$ cat src/hw/rtl/wca_pkg.sv
`timescale 1ns / 1ps
// ----------------------------------------------------------------------------
// wca_pkg
// Shared widths and types for the WCA pair force pipeline.
// ----------------------------------------------------------------------------
package wca_pkg;

  localparam int RW         = 24;  // input field width, also the multiply limb
  localparam int OUT_W      = 32;  // Q16.16 force component
  localparam int Q_W        = 33;  // quotient bits kept by the divider
  localparam int DIV_STAGES = Q_W + 1;  // overflow check plus one stage per bit

  // per-word flags that ride alongside the arithmetic
  typedef struct packed {
    logic r_zero;   // zero distance
    logic dneg_x;
    logic dneg_y;
    logic dz_x;     // delta x is zero
    logic dz_y;
    logic fneg;     // r^6 above one: attraction
    logic fzero;    // r^6 exactly one
  } side_t;

endpackage

$ cat src/hw/rtl/wca_rmul.sv
`timescale 1ns / 1ps
// ----------------------------------------------------------------------------
// wca_rmul
// Two-stage multi-limb by 24-bit multiply: limb products, then one add.
// ----------------------------------------------------------------------------
module wca_rmul
  import wca_pkg::*;
#(
  parameter int LIMBS = 1
) (
  input  logic                   clk,
  input  logic                   en_a,
  input  logic                   en_b,
  input  logic [RW*LIMBS-1:0]    a,
  input  logic [RW-1:0]          b,
  output logic [RW*(LIMBS+1)-1:0] p
);

  logic [2*RW-1:0]         pp_r [LIMBS];
  logic [RW*(LIMBS+1)-1:0] ev;
  logic [RW*(LIMBS+1)-1:0] od;
  logic [RW*(LIMBS+1)-1:0] p_r;

  always_ff @(posedge clk) begin
    if (en_a) begin
      for (int i = 0; i < LIMBS; i++) begin
        pp_r[i] <= a[RW*i +: RW] * b;
      end
    end
  end

  // even and odd limb products do not overlap, so each side is a concat
  always_comb begin
    ev = '0;
    od = '0;
    for (int i = 0; i < LIMBS; i++) begin
      if ((i % 2) == 0) begin
        ev[RW*i +: 2*RW] = pp_r[i];
      end else begin
        od[RW*i +: 2*RW] = pp_r[i];
      end
    end
  end

  always_ff @(posedge clk) begin
    if (en_b) begin
      p_r <= ev + od;
    end
  end

  assign p = p_r;

endmodule

$ cat config.mk
export PLATFORM = sky130hd
export DESIGN_NAME = wca_rmul
export DESIGN_NICKNAME = d
export VERILOG_FILES = /design/src/hw/rtl/wca_pkg.sv /design/src/hw/rtl/wca_rmul.sv
export SDC_FILE = /design/constraint.sdc
export NUM_CORES = 1
export LEC_CHECK = 0
export ABC_CLOCK_PERIOD_IN_PS = 20500
export BUFFER_PORTS_ARGS = -buffer_cell sky130_fd_sc_hd__clkbuf_2
export CAP_MARGIN = 20
export CORE_ASPECT_RATIO = 1.5
export CORE_MARGIN = 2
export CORE_UTILIZATION = 60
export DETAILED_ROUTE_END_ITERATION = 7
export GPL_TIMING_DRIVEN = 0
export PLACE_DENSITY = 0.79
export SLEW_MARGIN = 25
export SYNTH_ARGS = -nofsm -noshare
export SYNTH_HDL_FRONTEND = slang
export SYNTH_SLANG_ARGS = --single-unit
export TNS_END_PERCENT = 20
$ cat constraint.sdc
create_clock -name clk -period 20.5 [get_ports clk]
set_clock_uncertainty 0.05 [all_clocks]
set_input_delay 3.075 -clock clk [delete_from_list [all_inputs] [get_ports clk]]
set_output_delay 3.075 -clock clk [all_outputs]
set_load 0.005 [all_outputs]
# Word-level counts from Yosys, hierarchy flattened

Memories as Yosys holds them, arrays and structs flattened. A register that Yosys moved wholly into a read port is not among the register bits.
Cells that the tools add are included.

Register bits: 0
Latch bits: 0
Memory bits (writable): 48
Memory bits (read-only): 0
Input port bits: 51
Output and inout port bits: 48
Logic and storage cells: 4
Memories: 1

Add/sub/neg operators: 0
Multiply operators: 1
Div/mod/pow operators: 0
Order comparisons: 0
Equal/unequal tests: 0
Shift-type cells: 0
Multiplexer cells: 2
Bitwise logic cells: 0
Reductions and logical operators: 0

Memory list:

| memory | depth | bits a word | rd ports | clocked after Yosys merged registers in | write ports | line           | text |
|---|---|---|---|---|---|---|---|
| pp_r   | 1     | 48          | 1        | 1                                       | 1           | wca_rmul.sv:19 | `logic [2*RW-1:0] pp_r [LIMBS];` |

Operators by type and width:

| operator                                       | number |
|---|---|
| 24-bit by 24-bit multiplier with 48-bit output | 1 |
| 1-bit two-way mux                              | 2 |

# Depth between registers and ports, before layout

Word-level depth: 2
Mapped depth: 25
Gate-level depth less buffers: 23

# Worst setup path after synthesis

Ideal clock, no wire load.

Path kind: input to register
Start: input port b[3]
End: memory pp_r[0][41] in the netlist's numbering, data pin
Library setup time: 256 ps
Data arrival time: 9103 ps
Required time: 20194 ps
Setup slack: 11091 ps
Stages: 25
Buffers on the path: 2
Path through: clkbuf_1 -> nand2_1 -> fa_1 -> inv_1 -> fa_1 -> inv_1 -> fa_1 -> inv_1 -> fa_1 -> inv_1 -> fa_1 -> inv_1 -> fa_1 -> inv_1 -> fa_1 -> inv_1 -> ha_1 -> buf_2 -> a21o_1 -> a31oi_4 -> inv_2 -> o31a_1 -> o21a_1 -> or4_1 -> o211a_1

Cells in the longest elaborated chain, start to end: 1

Ends and longest elaborated chain:

| element                                        | line           | text |
|---|---|---|
| start, declared                                | wca_rmul.sv:15 | `input logic [RW-1:0] b,` |
| 24-bit by 24-bit multiplier with 48-bit output | wca_rmul.sv:27 | `pp_r[i] <= a[RW*i +: RW] * b;` |
| end, declared                                  | wca_rmul.sv:19 |  |

Every way passes these cells.

# Worst setup path after layout

Start: input port a[12]
End: memory pp_r[0][42] in the netlist's numbering, data pin

Cells in the longest elaborated chain, start to end: 1

Ends and longest elaborated chain:

| element                                        | line           | text |
|---|---|---|
| start, declared                                | wca_rmul.sv:14 | `input logic [RW*LIMBS-1:0] a,` |
| 24-bit by 24-bit multiplier with 48-bit output | wca_rmul.sv:27 |  |

Every way passes these cells.

==> results.toml <==
[timing]
timing.final.setup_violations = 0
final_hold_viol_count = 0
timing.max_slew.rel_slack_pct = 30.6
maxClockFrequency_mhz = 94.9
min_period_ps = 10540
worst_slew_pin_slew_ps = 1040
post-route-period-util_pct = 51.4
grt_setup_unrepaired = "no"
setup-tns-final_ps = 0
final_count_of_pins_violating_max_slew = 0

[clock_network]
cts-root-buf = "clkbuf_16"
clk_latency_ps = 340
post_cts_hold_buffer_count = 0
clock_tree_from_tritoncts = "built"
tritoncts_buffer_count = 9
cts_setup_buffers = 0
clock_transition_at_the_register_clock_pins_on_the_worst_setup_and_hold_paths_after_cts_ps = 60
post_cts_resized = 0
tritoncts_num_sinks = 96
clk_path_buf_depth = 2
cts.htree.levels = 3

[min_path]
hold_path_class = "reg2reg"

[run_status]
status = "completed"

[logic_synthesis]
count_of_different_cell_masters_after_synthesis = 56
synth_compound_gate_area_share_pct = 4.78
synth_async_sr_flop_share_pct = 0
synthCells = 2330
largest_family_of_logic_cells_by_synthesized_area = "adder cells"
synth_area_leaders = "fa_1 43%, edfxtp_1 13%, ha_1 9.8%, inv_1 9.4%, and2_1 8.7%"
synth_simple_gate_area_share_pct = 15.8
synth_area_mm2 = 0.0222
yosysSeqAreaShare_pct = 13.0
xor_and_xnor_area_share_after_synthesis_pct = 1.62
post_synth_mux_area_share_pct = 0.0901
synth-seq-cells = 96
post-synth-top-area-fraction_pct = 43.4
synthesis.yosys.warnings = 0
yosys.area_share.adder_pct = 53.2
avgSynthCellArea_um2 = 9.53
synthDominantAreaCellType = "fa_1"
syn-num-nets = 3037
post_synth_edffs = 96
dominantRegCellSynth = "edfxtp_1"

[route]
post_drt_wl_per_cell_um = 22.5
routed-via-count = 16700
finalWirelength_mm = 66.0
drt_iter0_markers = 1384
drt_drc_violations_left = 0
final_antenna_net_count = 0
drt_pre_antenna_iters = 5
viasPerCell = 5.70

[global_route]
gr-usage-all-layers_pct = 35.7
antenna_found_initial = 1
globalRouteOverflowTotal = 0
grt_pass1_vias = 18000
grt_pass1_wl_mm = 101
maximum_number_of_pins_on_one_net_before_global_route_repair = 49

[layout]
post-route-cell-area_mm2 = 0.0236
final_core_utilization_pct = 64.5
sequential_cell_area_mm2 = 0.00288
filler_cell_count = 3083
finalNonFillerCells = 2929
syn2layout_area_growth_pct = 6.25
final_layout_size_suffix_gt1_share_pct = 5.36
num-nets-final = 3146
multi_input_area_mm2 = 0.0168

[floorplanning]
floorplan.initialDensity_pct = 60.7
die_y_um = 240
floorplan.io_pins = 99
fp.coreArea_mm2 = 0.0366
die_w_um = 161
floorplan.rows = 86
design.die.area_mm2 = 0.0386

[placed_design]
placement.cell_area_mm2 = 0.0233
hpwl_mm = 54.1
io_buffers = 98
finalWeightedCongestion = 1.06
placed_cells = 2912

[critical_path]
path_max_fanout = 10
path_class = "in2reg"
cp-end-kind = "flop"
critical_path_arrival_ps = 10580
ff_to_ff_setup_slack_ps = 19820
reg2reg_depth = 0
type_of_element_launching_the_critical_path = "input pin"
rr_startpoint = "pp_r[0][32]"
cp-endpoint = "pp_r[0][42]"
worst-endpoint-required_ps = 20530
worstReg2RegEnd = "p[32]"
crit_path_start = "a[12]"

[job]
drv_cap = 0
==> layer usage <==
layer	GRT usage [%]	vias up	wire length, um
met5	0	-	18
met4	26.0	2	6010
met3	6.32	280	6150
met2	60.1	997	31700
met1	41.1	8308	22100
li1	-	7119	-
==> cell usage in the layout, fill, tap and decap left out, drive strengths merged, types with 2 or more instances in the layout <==
master / Yosys / final
a2111oi: 2 / 2
a211oi: 4 / 4
a21boi: 3 / 3
a21o: 26 / 26
a21oi: 51 / 51
a2bb2oi: 2 / 2
a311o: 3 / 3
a311oi: 3 / 3
a31oi: 6 / 6
a41oi: 2 / 2
and2: 309 / 309
and3: 6 / 6
buf: 9 / 11
clkbuf: 109 / 215
clkinv: 0 / 3
edfxtp: 96 / 96
fa: 482 / 482
ha: 174 / 174
inv: 555 / 556
mux2i: 2 / 2
nand2: 320 / 320
nand3: 4 / 4
nand4: 14 / 14
nor2: 23 / 23
nor2b: 2 / 2
nor3: 14 / 14
o211ai: 4 / 4
o21a: 8 / 8
o21ai: 27 / 27
o21bai: 8 / 8
o31ai: 4 / 4
or2: 2 / 2
or3: 2 / 2
xnor2: 26 / 26
xor2: 15 / 15
==> stage by stage <==
stage	hold WS, ps	worst slack, ps
finish	365	9960
floorplan	350	11090
global placement	351	9880
global route	370	9830
detailed placement	355	9790
CTS	368	10160
==> worst min-delay path by stage <==
stage	from	to	slack (ps)	cells after the start
5_1_grt	pp_r[0][34]	p[34]	370	0
3_5_place_dp	pp_r[0][11]	p[11]	350	0
3_3_place_gp	pp_r[0][6]	p[6]	350	0
2_1_floorplan	pp_r[0][0]	p[0]	350	0
4_1_cts	pp_r[0][36]	p[36]	370	0
6_report	pp_r[0][36]	p[36]	360	0
==> registers in the layout, summed over array words and instances (netlist names) <==
name / cells
pp_r: 48
p: 48
==> logic make-up after synthesis <==
logic type | count (synthesis)
AO/OA/AOI/OAI | 161
XOR/XNOR | 41
adder cells (fa/ha/maj) | 656
buffers and inverters | 673
flip-flops | 96
multiplexers | 2
AND/OR/NAND/NOR | 701
==> area by class of cell <==
type / instances / share of cell area, %
inverter: 555 / 8.83
buffer: 118 / 1.96
antenna: 1 / 0.0106
clock inverter: 6 / 0.249
clock buffer: 10 / 0.970
tap: 484 / 2.57
sequential: 96 / 12.2
multi-input combinational: 1561 / 71.1
timing repair buffer: 98 / 2.09
==> worst max-delay path, stage by stage <==
cell and delay, ps:
clkbuf_2 280, clkbuf_1 620, nand2_1 160, fa_1 540, inv_1 50, fa_1 520
inv_1 70, fa_1 530, inv_1 50, fa_1 510, inv_1 70, fa_1 530
inv_1 50, fa_1 470, inv_1 50, fa_1 480, inv_1 80, ha_1 270
buf_2 180, and4_1 200, and3_1 210, a211oi_1 630, a2111oi_2 170, nor2_1 400
o21ai_0 190, xor2_1 160
==> cell usage after synthesis (6+ instances only) <==
| cell | count |
|---|---|
| nor2_1 | 23 |
| nor3_1 | 14 |
| xor2_1 | 15 |
| o21ai_0 | 22 |
| a21oi_1 | 50 |
| and3_1 | 6 |
| ha_1 | 174 |
| fa_1 | 482 |
| clkbuf_1 | 107 |
| o21a_1 | 8 |
| buf_2 | 8 |
| and2_1 | 309 |
| nand2_1 | 320 |
| xnor2_1 | 26 |
| nand4_1 | 14 |
| inv_1 | 554 |
| edfxtp_1 | 96 |
| a21o_1 | 26 |
| o21bai_1 | 8 |
Power is left out: the tool's default activity adds up to more than one toggle a clock period on the data nets, which glitch-free logic cannot reach.
